===== src/sdrs_pkg.sv =====
// Shared widths, limits and register addresses for the SCAN disk request scheduler.
package sdrs_pkg;
  localparam int unsigned SEEK_W = 18;
  localparam logic [SEEK_W-1:0] SEEK_MAX = '1;
  localparam logic [0:0] REG_START_HEAD = 1'b0;
  localparam logic [0:0] REG_TOP_CYLINDER = 1'b1;
endpackage


===== src/scan_disk_request_scheduler_core.sv =====
// SCAN disk request scheduler: sorted request store, sweep sequencer and output register.
// Requests of a batch are kept in ascending order in one RAM by insertion, and the batch is
// served in SCAN order once a request carries the final mark or the store fills. A request
// is taken only while the block is idle: after a transfer, in_ready_o stays low while the
// insertion steps down past each stored request greater than the new one. When the batch
// closes, the split point at the head is found by scanning the entries from the lowest up to
// and including the first entry at or above the head. Each served request then passes
// through a read, an update and an output state, and between the two sweeps a turn state
// adds the travel to the far end of the disk. The last result follows an 18-step serial
// divide of the total seek by the request count. A result waits in the output register
// while out_ready_i is low, and the sequencer waits with it.
module scan_disk_request_scheduler_core #(
  parameter int unsigned MAX_REQUESTS = 64,
  parameter int unsigned CYL_BITS = 16
) (
  input  logic                        clk_i,
  input  logic                        rst_ni,
  input  logic                        psel,
  input  logic                        penable,
  input  logic                        pwrite,
  input  logic [2:0]                  paddr,
  input  logic [31:0]                 pwdata,
  output logic [31:0]                 prdata,
  output logic                        pready,
  input  logic                        in_valid_i,
  output logic                        in_ready_o,
  input  logic [CYL_BITS-1:0]         request_cylinder_i,
  input  logic                        final_request_i,
  output logic                        out_valid_o,
  input  logic                        out_ready_i,
  output logic [CYL_BITS-1:0]         served_cylinder_o,
  output logic [sdrs_pkg::SEEK_W-1:0] running_seek_o,
  output logic [sdrs_pkg::SEEK_W-1:0] average_seek_o,
  output logic                        upward_first_o,
  output logic                        end_of_order_o
);
  localparam int unsigned AW = $clog2(MAX_REQUESTS);
  localparam int unsigned CW = $clog2(MAX_REQUESTS + 1);
  localparam int unsigned SW = sdrs_pkg::SEEK_W;

  typedef enum logic [3:0] {
    S_IDLE, S_INS_RD, S_INS_CMP, S_CLOSE, S_SPL_RD, S_SPL_CMP,
    S_SRV_RD, S_SRV_UPD, S_OUT, S_TURN, S_DIV
  } state_e;

  state_e state_q;
  logic [CYL_BITS-1:0] start_head_q, top_cyl_q, head_q, cyl_q, prev_q;
  logic [SW-1:0] seek_q;
  logic [CW-1:0] count_q, idx_q, lo_q, count_inc;
  logic fin_q, up_q, second_q;
  logic [CYL_BITS-1:0] rdata, wdata, turn_cyl;
  logic we;
  logic [AW-1:0] waddr, raddr;
  logic div_start, div_done;
  logic [SW-1:0] div_quo;
  logic ascending, sweep_end, second_exists, last_item, out_free, load_out;
  logic out_valid_q;
  logic [CYL_BITS-1:0] out_cyl_q;
  logic [SW-1:0] out_seek_q, out_avg_q;
  logic out_up_q, out_end_q;

  function automatic logic [SW-1:0] sat_add(input logic [SW-1:0] s,
                                            input logic [CYL_BITS-1:0] a,
                                            input logic [CYL_BITS-1:0] b);
    logic [CYL_BITS-1:0] d;
    logic [CYL_BITS+SW:0] t;
    d = (a > b) ? a - b : b - a;
    t = (CYL_BITS+SW+1)'(s) + (CYL_BITS+SW+1)'(d);
    return (t > (CYL_BITS+SW+1)'(sdrs_pkg::SEEK_MAX)) ? sdrs_pkg::SEEK_MAX : SW'(t);
  endfunction

  assign pready = 1'b1;
  always_comb begin
    case (paddr[2])
      sdrs_pkg::REG_START_HEAD: prdata = 32'(start_head_q);
      sdrs_pkg::REG_TOP_CYLINDER: prdata = 32'(top_cyl_q);
      default: prdata = '0;
    endcase
  end

  sdrs_ram #(.WIDTH(CYL_BITS), .DEPTH(MAX_REQUESTS)) u_ram (
    .clk_i, .we_i(we), .waddr_i(waddr), .wdata_i(wdata), .raddr_i(raddr), .rdata_o(rdata)
  );

  sdrs_div #(.CW(CW)) u_div (
    .clk_i, .rst_ni, .start_i(div_start), .num_i(seek_q), .den_i(count_q),
    .done_o(div_done), .quo_o(div_quo)
  );

  assign in_ready_o = (state_q == S_IDLE);
  assign count_inc = count_q + CW'(1);
  assign ascending = up_q ^ second_q;
  assign sweep_end = ascending ? (idx_q == count_q - CW'(1)) : (idx_q == '0);
  assign second_exists = up_q ? (lo_q != '0) : (lo_q != count_q);
  assign last_item = sweep_end && (second_q || !second_exists);
  assign out_free = !out_valid_q || out_ready_i;
  assign div_start = (state_q == S_OUT) && last_item && out_free;
  assign load_out = ((state_q == S_OUT) && !last_item && out_free) ||
                    ((state_q == S_DIV) && div_done);
  assign turn_cyl = up_q ? top_cyl_q : '0;

  always_comb begin
    we = 1'b0;
    waddr = AW'(idx_q);
    wdata = cyl_q;
    raddr = AW'(idx_q);
    case (state_q)
      S_INS_RD: begin
        raddr = AW'(idx_q - CW'(1));
        we = (idx_q == '0);
      end
      S_INS_CMP: begin
        we = 1'b1;
        if (rdata > cyl_q) begin
          wdata = rdata;
        end
      end
      default: ;
    endcase
  end

  always_ff @(posedge clk_i or negedge rst_ni) begin
    if (!rst_ni) begin
      state_q <= S_IDLE;
      start_head_q <= '0;
      top_cyl_q <= CYL_BITS'(199);
      head_q <= '0;
      cyl_q <= '0;
      prev_q <= '0;
      seek_q <= '0;
      count_q <= '0;
      idx_q <= '0;
      lo_q <= '0;
      fin_q <= 1'b0;
      up_q <= 1'b0;
      second_q <= 1'b0;
      out_valid_q <= 1'b0;
      out_cyl_q <= '0;
      out_seek_q <= '0;
      out_avg_q <= '0;
      out_up_q <= 1'b0;
      out_end_q <= 1'b0;
    end else begin
      if (psel && penable && pwrite) begin
        case (paddr[2])
          sdrs_pkg::REG_START_HEAD: start_head_q <= pwdata[CYL_BITS-1:0];
          sdrs_pkg::REG_TOP_CYLINDER: top_cyl_q <= pwdata[CYL_BITS-1:0];
          default: ;
        endcase
      end
      if (load_out) begin
        out_valid_q <= 1'b1;
        out_cyl_q <= head_q;
        out_seek_q <= seek_q;
        out_up_q <= up_q;
        out_avg_q <= (state_q == S_DIV) ? div_quo : '0;
        out_end_q <= (state_q == S_DIV);
      end else if (out_ready_i) begin
        out_valid_q <= 1'b0;
      end
      case (state_q)
        S_IDLE: begin
          if (in_valid_i) begin
            cyl_q <= request_cylinder_i;
            fin_q <= final_request_i;
            idx_q <= count_q;
            if (count_q == '0) begin
              head_q <= start_head_q;
              seek_q <= '0;
            end
            state_q <= S_INS_RD;
          end
        end
        S_INS_RD: begin
          if (idx_q == '0) begin
            state_q <= S_CLOSE;
          end else begin
            state_q <= S_INS_CMP;
          end
        end
        S_INS_CMP: begin
          if (rdata > cyl_q) begin
            idx_q <= idx_q - CW'(1);
            state_q <= S_INS_RD;
          end else begin
            state_q <= S_CLOSE;
          end
        end
        S_CLOSE: begin
          count_q <= count_inc;
          idx_q <= '0;
          second_q <= 1'b0;
          if (!fin_q && count_inc < CW'(MAX_REQUESTS)) begin
            state_q <= S_IDLE;
          end else begin
            state_q <= S_SPL_RD;
          end
        end
        S_SPL_RD: state_q <= S_SPL_CMP;
        S_SPL_CMP: begin
          if (rdata < head_q) begin
            prev_q <= rdata;
            if (idx_q == count_q - CW'(1)) begin
              lo_q <= count_q;
              up_q <= 1'b0;
              state_q <= S_SRV_RD;
            end else begin
              idx_q <= idx_q + CW'(1);
              state_q <= S_SPL_RD;
            end
          end else begin
            lo_q <= idx_q;
            if (idx_q == '0 || (head_q - prev_q) >= (rdata - head_q)) begin
              up_q <= 1'b1;
            end else begin
              up_q <= 1'b0;
              idx_q <= idx_q - CW'(1);
            end
            state_q <= S_SRV_RD;
          end
        end
        S_SRV_RD: state_q <= S_SRV_UPD;
        S_SRV_UPD: begin
          seek_q <= sat_add(seek_q, head_q, rdata);
          head_q <= rdata;
          state_q <= S_OUT;
        end
        S_OUT: begin
          if (out_free) begin
            if (last_item) begin
              state_q <= S_DIV;
            end else if (sweep_end) begin
              state_q <= S_TURN;
            end else begin
              idx_q <= ascending ? idx_q + CW'(1) : idx_q - CW'(1);
              state_q <= S_SRV_RD;
            end
          end
        end
        S_TURN: begin
          seek_q <= sat_add(seek_q, head_q, turn_cyl);
          head_q <= turn_cyl;
          second_q <= 1'b1;
          idx_q <= up_q ? lo_q - CW'(1) : lo_q;
          state_q <= S_SRV_RD;
        end
        S_DIV: begin
          if (div_done) begin
            count_q <= '0;
            state_q <= S_IDLE;
          end
        end
        default: state_q <= S_IDLE;
      endcase
    end
  end

  assign served_cylinder_o = out_cyl_q;
  assign running_seek_o = out_seek_q;
  assign average_seek_o = out_avg_q;
  assign upward_first_o = out_up_q;
  assign end_of_order_o = out_end_q;
  assign out_valid_o = out_valid_q;

  a_out_hold: assert property (@(posedge clk_i) disable iff (!rst_ni)
    out_valid_q && !out_ready_i |=> out_valid_q && $stable(out_cyl_q) &&
    $stable(out_seek_q) && $stable(out_avg_q) && $stable(out_end_q));
  a_in_once: assert property (@(posedge clk_i) disable iff (!rst_ni)
    in_valid_i && in_ready_o |=> !in_ready_o);
  a_count_range: assert property (@(posedge clk_i) disable iff (!rst_ni)
    count_q <= CW'(MAX_REQUESTS));
  a_div_state: assert property (@(posedge clk_i) disable iff (!rst_ni)
    div_done |-> state_q == S_DIV);
  a_write_state: assert property (@(posedge clk_i) disable iff (!rst_ni)
    we |-> (state_q == S_INS_RD || state_q == S_INS_CMP));
endmodule


===== src/sdrs_ram.sv =====
// Generic single-port-write, single-port-read RAM with registered read data.
module sdrs_ram #(
  parameter int unsigned WIDTH = 16,
  parameter int unsigned DEPTH = 64
) (
  input  logic                     clk_i,
  input  logic                     we_i,
  input  logic [$clog2(DEPTH)-1:0] waddr_i,
  input  logic [WIDTH-1:0]         wdata_i,
  input  logic [$clog2(DEPTH)-1:0] raddr_i,
  output logic [WIDTH-1:0]         rdata_o
);
  logic [WIDTH-1:0] mem_q [DEPTH];

  always_ff @(posedge clk_i) begin
    if (we_i) begin
      mem_q[waddr_i] <= wdata_i;
    end
    rdata_o <= mem_q[raddr_i];
  end
endmodule


===== src/sdrs_div.sv =====
// Restoring divider for the average seek, one quotient bit per cycle.
module sdrs_div #(
  parameter int unsigned CW = 7
) (
  input  logic                      clk_i,
  input  logic                      rst_ni,
  input  logic                      start_i,
  input  logic [sdrs_pkg::SEEK_W-1:0] num_i,
  input  logic [CW-1:0]             den_i,
  output logic                      done_o,
  output logic [sdrs_pkg::SEEK_W-1:0] quo_o
);
  localparam int unsigned W = sdrs_pkg::SEEK_W;
  localparam int unsigned BW = $clog2(W + 1);
  logic [W-1:0] quo_q, quo_d;
  logic [CW:0] rem_q, rem_d;
  logic [CW-1:0] den_q;
  logic [BW-1:0] cnt_q;
  logic busy_q;
  logic [CW:0] shifted;

  always_comb begin
    shifted = {rem_q[CW-1:0], quo_q[W-1]};
    quo_d = {quo_q[W-2:0], 1'b0};
    rem_d = shifted;
    if (shifted >= {1'b0, den_q}) begin
      rem_d = shifted - {1'b0, den_q};
      quo_d[0] = 1'b1;
    end
  end

  always_ff @(posedge clk_i or negedge rst_ni) begin
    if (!rst_ni) begin
      busy_q <= 1'b0;
      cnt_q <= '0;
      done_o <= 1'b0;
    end else begin
      done_o <= 1'b0;
      if (start_i) begin
        busy_q <= 1'b1;
        cnt_q <= BW'(W);
      end else if (busy_q) begin
        cnt_q <= cnt_q - 1'b1;
        if (cnt_q == BW'(1)) begin
          busy_q <= 1'b0;
          done_o <= 1'b1;
        end
      end
    end
  end

  always_ff @(posedge clk_i) begin
    if (start_i) begin
      quo_q <= num_i;
      rem_q <= '0;
      den_q <= den_i;
    end else if (busy_q) begin
      quo_q <= quo_d;
      rem_q <= rem_d;
    end
  end

  assign quo_o = quo_q;
endmodule


===== config.mk =====
export PLATFORM = sky130hd
export DESIGN_NAME = scan_disk_request_scheduler_core
export DESIGN_NICKNAME = d
export VERILOG_FILES = /design/src/sdrs_pkg.sv /design/src/scan_disk_request_scheduler_core.sv /design/src/sdrs_ram.sv /design/src/sdrs_div.sv
export SDC_FILE = /design/constraint.sdc
export NUM_CORES = 2
export LEC_CHECK = 0
export BUFFER_PORTS_ARGS = -buffer_cell sky130_fd_sc_hd__buf_2
export CAP_MARGIN = 20
export CORE_MARGIN = 2
export CORE_UTILIZATION = 60
export DETAILED_ROUTE_END_ITERATION = 10
export GPL_TIMING_DRIVEN = 1
export HOLD_SLACK_MARGIN = 0.05
export PLACE_DENSITY_LB_ADDON = 0.05
export SLEW_MARGIN = 20
export SYNTH_ARGS = -nofsm -noshare
export SYNTH_HDL_FRONTEND = slang
export SYNTH_SLANG_ARGS = --single-unit

===== constraint.sdc =====
create_clock -name clk_i -period 5.8 [get_ports clk_i]
set_input_delay 0 -clock clk_i [delete_from_list [all_inputs] [get_ports clk_i]]
set_output_delay 0 -clock clk_i [all_outputs]
set_load 0.1 [all_outputs]

* After elaboration in Yosys (flattened, before gate mapping)
Memory sizes are Yosys's and may differ from the RTL's. A register that Yosys moved wholly into a read port is not among the register bits. Index checks and enable logic that the tools add are counted.
Storage, ports and cells: register bits after elaboration 220, RAM bits 1024, input port bits 59, output and inout port bits 89, logic and storage cells 175, memories 1
Operators by class: add/sub/neg operators 14, $lt $le $gt $ge 9, eq/ne operators 23, multiplexer cells 65, bitwise operators 2, reduce and logical (&&, ||, !) cells 36
Memory list:
- u_ram.mem_q | words 64, bits a word 16, rd ports 1, clocked after Yosys merged registers in 1, write ports 1, line sdrs_ram.sv:13 | logic [WIDTH-1:0] mem_q [DEPTH];
Operators with widths (number):
- $mux 18 | 7
- $mux 16 | 7
- $mux 7 | 14
- $sub 16x16->16 | 5
- $pmux 32 s2 | 1
- $pmux 18 s3 | 1
- $gt 16x16->1 | 3
- $pmux 16 s3 | 1
- $pmux 4 s11 | 1
- $pmux 7 s6 | 1
- $add 18x16->19 | 2
- $gt 19x18->1 const B | 2
- $mux 4 | 6
- $sub 7x1->7 const B | 3
- $mux 1 | 17
- $eq 4x3->1 const B | 4
- $ge 16x16->1 | 1
- $lt 16x16->1 | 1
- $add 7x1->7 const B | 2
- $logic_not 7->1 | 2
- $pmux 7 s2 | 1
- $eq 4x4->1 const B | 3
- $ne 2x2->1 const B | 6
- $reduce_and 2->1 | 6
- other kinds (28) | 52

* Depth between registers and ports, before layout
word-level depth 10, depth in mapped cells 25, mapped depth without buffers 21

* By module
Synthesis repeated with hierarchy kept, for this count alone.
Unflattened totals: cells, all modules 3801, area, all modules 57460.1 µm²
By module, submodules not included:
- sdrs_ram | instances 1, cells an instance 1829, area each 40042.2 µm², seq. area each 31069.8 µm²
- scan_disk_request_scheduler_core | instances 1, cells an instance 1795, area each 15312.2 µm², seq. area each 4535.6 µm²
- sdrs_div | instances 1, cells an instance 177, area each 2105.8 µm², seq. area each 1066.0 µm²

* Worst setup path before layout
No wires, ideal clock.
path type reg-to-reg, start register up_q, end register seek_q[15], setup time 0.124 ns, arrival 5.123 ns, data required time 5.676 ns, slack 0.553 ns, stages on the path, launching flop included 23, path buffers 5, cell sequence dfrtp_1 clkbuf_1 clkbuf_1 clkbuf_1 nand2_1 inv_1 ha_1 clkbuf_1 nand4_1 nor4_1 or3_1 o21a_1 clkbuf_1 mux2_2 ha_1 a21o_1 a21o_1 a211oi_1 o31ai_1 a311oi_1 xor2_1 a21oi_1 a211o_1
On the way: cells in the longest elaborated chain, start to end 7, elaborated cells between the ends (all ways) 9, classes of those cells 3 x add/sub; 2 x order compare; 4 x mux
RTL lines:
- start, declared | line scan_disk_request_scheduler_core.sv:50 | logic fin_q, up_q, second_q;
- start signal, assigned | line scan_disk_request_scheduler_core.sv:135 | up_q <= 1'b0;
- start signal, assigned | line scan_disk_request_scheduler_core.sv:205 | up_q <= 1'b0;
- start signal, assigned | line scan_disk_request_scheduler_core.sv:214 | up_q <= 1'b1;
- $mux 16 * | line scan_disk_request_scheduler_core.sv:100 | assign turn_cyl = up_q ? top_cyl_q : '0;
- $sub 16x16->16 or $gt 16x16->1 (tied branches) | line scan_disk_request_scheduler_core.sv:67 | d = (a > b) ? a - b : b - a;
- $mux 16 * | line scan_disk_request_scheduler_core.sv:67
- $add 18x16->19 * | line scan_disk_request_scheduler_core.sv:68 | t = (CYL_BITS+SW+1)'(s) + (CYL_BITS+SW+1)'(d);
- $gt 19x18->1 | line scan_disk_request_scheduler_core.sv:69 | return (t > (CYL_BITS+SW+1)'(sdrs_pkg::SEEK_MAX)) ? sdrs_pkg::SEEK_MAX : SW'(t);
- $mux 18 * | line scan_disk_request_scheduler_core.sv:69
- $pmux 18 s3 * | line scan_disk_request_scheduler_core.sv:161 | case (state_q)
- end signal, assigned | line scan_disk_request_scheduler_core.sv:224 | seek_q <= sat_add(seek_q, head_q, rdata);
- end signal, assigned | line scan_disk_request_scheduler_core.sv:241 | seek_q <= sat_add(seek_q, head_q, turn_cyl);
- end, declared | line scan_disk_request_scheduler_core.sv:48 | logic [SW-1:0] seek_q;
Every way passes the cells marked *; elsewhere a longest branch is shown, timed or not. A chain may end at the register's enable or synchronous reset.

* Worst setup path in the final report
start register top_cyl_q[0], end register seek_q[15]
On the way: cells in the longest elaborated chain, start to end 7, elaborated cells between the ends (all ways) 9, classes of those cells 3 x add/sub; 2 x order compare; 4 x mux
RTL lines:
- start, declared | line scan_disk_request_scheduler_core.sv:47 | logic [CYL_BITS-1:0] start_head_q, top_cyl_q, head_q, cyl_q, prev_q;
- start signal, assigned | line scan_disk_request_scheduler_core.sv:147 | sdrs_pkg::REG_TOP_CYLINDER: top_cyl_q <= pwdata[CYL_BITS-1:0];
- $mux 16 * | line scan_disk_request_scheduler_core.sv:100
- $sub 16x16->16 or $gt 16x16->1 (tied branches) | line scan_disk_request_scheduler_core.sv:67
- $mux 16 * | line scan_disk_request_scheduler_core.sv:67
- $add 18x16->19 * | line scan_disk_request_scheduler_core.sv:68
- $gt 19x18->1 | line scan_disk_request_scheduler_core.sv:69
- $mux 18 * | line scan_disk_request_scheduler_core.sv:69
- $pmux 18 s3 * | line scan_disk_request_scheduler_core.sv:161
Marked as above.

==> results.toml <==
[run_status]
status = "finished clean"

[die]
row_count = 112
die-area_sq_um = 96400
die_x_microns = 310
placeableCoreArea_sq_um = 93200
ios = 148
die_height_microns = 310
effective_utilization_at_floorplan = 0.604

[synth]
synthTopCellsByCount = "sky130_fd_sc_hd__edfxtp_1, sky130_fd_sc_hd__mux4_2, sky130_fd_sc_hd__nand2_1, sky130_fd_sc_hd__dfrtp_1, sky130_fd_sc_hd__nor2_1"
synth_top_area_share = 0.559
area_fraction_in_and_or_nand_and_nor_cells_after_synthesis = 0.0466
async_set_reset_flop_share_out_of_synthesis = 0.149
synthCells = 3472
synthMostInstantiatedCell = "sky130_fd_sc_hd__edfxtp_1"
synth-edff-count = 1049
synthesis.area_sq_um = 56300
synth-xor-area-share = 0.0196
syn_area_per_cell_sq_um = 16.2
yosysWarnings = 0
post_synth_fa_ha_maj_area_fraction = 0.0379
top_cells_by_area_synth = "sky130_fd_sc_hd__edfxtp_1, sky130_fd_sc_hd__mux4_2, sky130_fd_sc_hd__dfrtp_1, sky130_fd_sc_hd__ha_1, sky130_fd_sc_hd__mux2_2"
synth_compound_gate_area_share = 0.0642
synth.distinct_cells = 79
synth_top_family_by_area = "multiplexers"
synth_mux_area_frac = 0.157
ys_seq_area_frac = 0.651
synth_top_flop_cell = "sky130_fd_sc_hd__edfxtp_1"
yosysTopAreaCell = "sky130_fd_sc_hd__edfxtp_1"
ys_seq_elements = 1260

[drt]
drt_drc_violations_left = 0
wire_length_reported_by_the_detailed_router_microns = 143000
drt.antenna.violating_nets = 0
route.vias.total = 32800
wire_per_inst_microns = 27.9
drt-vias-per-instance = 6.41
dr.first_iter.drc_count = 3503
detailedRoute.firstPassIterationCount = 6

[global_route]
globalRouteOverflowTotal = 0
maximum_number_of_pins_on_one_net_before_global_route_repair = 116
globalRouteTotalUtil = 0.303
grt_pass1_wl_microns = 212000
grt_pass1_vias = 32800
antenna_found_initial = 3

[setup_path]
required_ns = 6.42
timing.critical_path.fanout_max = 21
worstSetupEndpointType = "flop"
worst-setup-path-type = "reg2reg"
crit_path_start_kind = "flop"
crit_arrival_ns = 6.03

[flow_run]
cap_viol_max_count = 0

[cells_and_area]
finalNetCount = 3975
fraction_of_layout_cells_with_a_size_suffix_above_1 = 0.235
final-instance-count-excl-fill = 5109
synthToLayoutAreaGrowth_pct = 13.6
antenna_diode_count = 0

[cts]
cts-root-buf = "sky130_fd_sc_hd__clkbuf_16"
cts-htree-levels = 4
clk_latency_ns = 0.77
clock_tree.buffer_depth = 3
cts_buffers = 130
post_cts.repair.setup_buffers = 0
numClockSinks = 1260
cts_tree = "done"
clk_pin_slew_ns = 0.07

[timing]
timing_worst_slew_pin_value_ns = 1.09
hold_violations = 0
final-setup-viol-count = 0
finalCritPeriodShare = 0.932
postLayoutSetupSlackWorst_ns = 0.397
timing.max_slew.rel_slack = 0.269
clock-skew-final_ns = 0.0472
setup_repair_after_global_routing_missed_its_margin = "no"
setup_tns_ns = 0
hold-worst-slack_ns = 0.105
final_period_minus_worst_setup_slack_ns = 5.40
fmax_ghz = 0.185
timing_max_transition_violations_final = 0

[placed_design]
io_buffer_count = 112
gp_routability_congestion = 0.961
dp_slack_ns = 0.391
placed_cells_incl_taps = 4801
dp_hpwl_microns = 90100

[worst_hold_path]
min_path_type = "in2reg"
repair_timing:
action	4_1_cts	5_1_grt
endpoints found under the setup margin	0	1
hold endpoints to repair	162	8
hold buffers	65	4
resized for setup	0	1
worst max-delay path, cell delays in order (launching register included):
cell	delay, ns
sky130_fd_sc_hd__dfstp_2	0.57
sky130_fd_sc_hd__and2_1	0.16
sky130_fd_sc_hd__ha_1	0.17
sky130_fd_sc_hd__inv_1	0.06
sky130_fd_sc_hd__fa_1	0.42
sky130_fd_sc_hd__a21o_1	0.20
sky130_fd_sc_hd__a21o_1	0.21
sky130_fd_sc_hd__a21boi_0	0.25
sky130_fd_sc_hd__o21a_1	0.21
sky130_fd_sc_hd__o21a_1	0.19
sky130_fd_sc_hd__buf_12	0.18
sky130_fd_sc_hd__mux2_2	0.37
sky130_fd_sc_hd__ha_1	0.28
sky130_fd_sc_hd__a21o_1	0.16
sky130_fd_sc_hd__a21o_1	0.21
sky130_fd_sc_hd__a211oi_1	0.52
sky130_fd_sc_hd__o31ai_2	0.20
sky130_fd_sc_hd__a311oi_1	0.37
sky130_fd_sc_hd__xor2_1	0.19
sky130_fd_sc_hd__a21oi_1	0.09
sky130_fd_sc_hd__a211o_1	0.28
sequential cells by signal, indices dropped and copies added (netlist names), 4 cells and up:
name               count
lo_q                   7
u_div.den_q            7
average_seek_o        18
u_ram.mem_q         1024
idx_q                  7
cyl_q                 16
prev_q                16
head_q                16
state_q                4
top_cyl_q             16
seek_q                18
running_seek_o        18
start_head_q          16
served_cylinder_o     16
u_div.cnt_q            5
u_div.quo_o           18
count_q                7
u_div.rem_q            7
u_ram.rdata_o         16
logic make-up (layout without fill, tap and decap cells):
| kind of cell | Yosys count | after routing |
|---|---|---|
| xor+xnor | 125 | 125 |
| buf+inv | 322 | 690 |
| compound gates | 561 | 561 |
| simple gates | 568 | 568 |
| other cells | 2 | 17 |
| mux | 468 | 468 |
| flops | 1260 | 1260 |
| fa+ha+maj | 166 | 166 |
cell type report:
cell class | count | area (sq um)
multi-input combinational | 1905 | 18600
sequential | 1260 | 36700
clock buffer | 172 | 3530
tap | 1254 | 1570
inverter | 134 | 503
timing repair buffer | 319 | 2450
fill | 6168 | 29200
clock inverter | 65 | 643
final timing paths:
path	from	to	slack (ns)	cells past startpoint
max	top_cyl_q[0]	seek_q[15]	0.40	20
min	final_request_i	fin_q	0.10	3
max reg2reg	top_cyl_q[0]	seek_q[15]	0.40	20
min reg2reg	u_div.quo_o[15]	average_seek_o[15]	0.47	2
max in group asynchronous	rst_ni	head_q[11]	4.50	4
min in group asynchronous	rst_ni	top_cyl_q[2]	0.43	3
metrics by stage:
stage / cell area (sq um) / util
2_1_floorplan: 56400 / -
6_report: 64000 / 0.687
4_1_cts: 63900 / 0.686
5_1_grt: 64000 / 0.687
3_3_place_gp: 59100 / 0.634
3_5_place_dp: 59100 / 0.634
cell usage in the layout (no fill, tap or decap), drive strengths merged, types with 52 or more instances in the layout:
| cell type | synthesis | layout |
|---|---|---|
| edfxtp | 1049 | 1049 |
| mux4 | 320 | 320 |
| buf | 74 | 250 |
| nand2 | 186 | 186 |
| dfrtp | 183 | 183 |
| clkbuf | 114 | 173 |
| nor2 | 166 | 166 |
| ha | 158 | 158 |
| a21oi | 148 | 148 |
| inv | 132 | 137 |
| mux2 | 123 | 123 |
| o21ai | 119 | 119 |
| dlygate4sd3 | 0 | 68 |
| xnor2 | 67 | 67 |
| xor2 | 58 | 58 |
| nand3 | 58 | 58 |
| a21o | 56 | 56 |
| clkinv | 2 | 52 |
metal layers:
| layer | vias up | share of wire | routed length, microns | global-route usage |
|---|---|---|---|---|
| li1 | 14200 | - | - | - |
| met1 | 16900 | 0.41 | 58300 | 0.428 |
| met2 | 1420 | 0.49 | 69300 | 0.487 |
| met3 | 242 | 0.070 | 9980 | 0.0460 |
| met4 | 0 | 0.035 | 4990 | 0.111 |
| met5 | - | 0 | 0 | 0 |
Power is not shown: default switching activity piles up to over one toggle a cycle in this logic, so the estimate is an artifact.
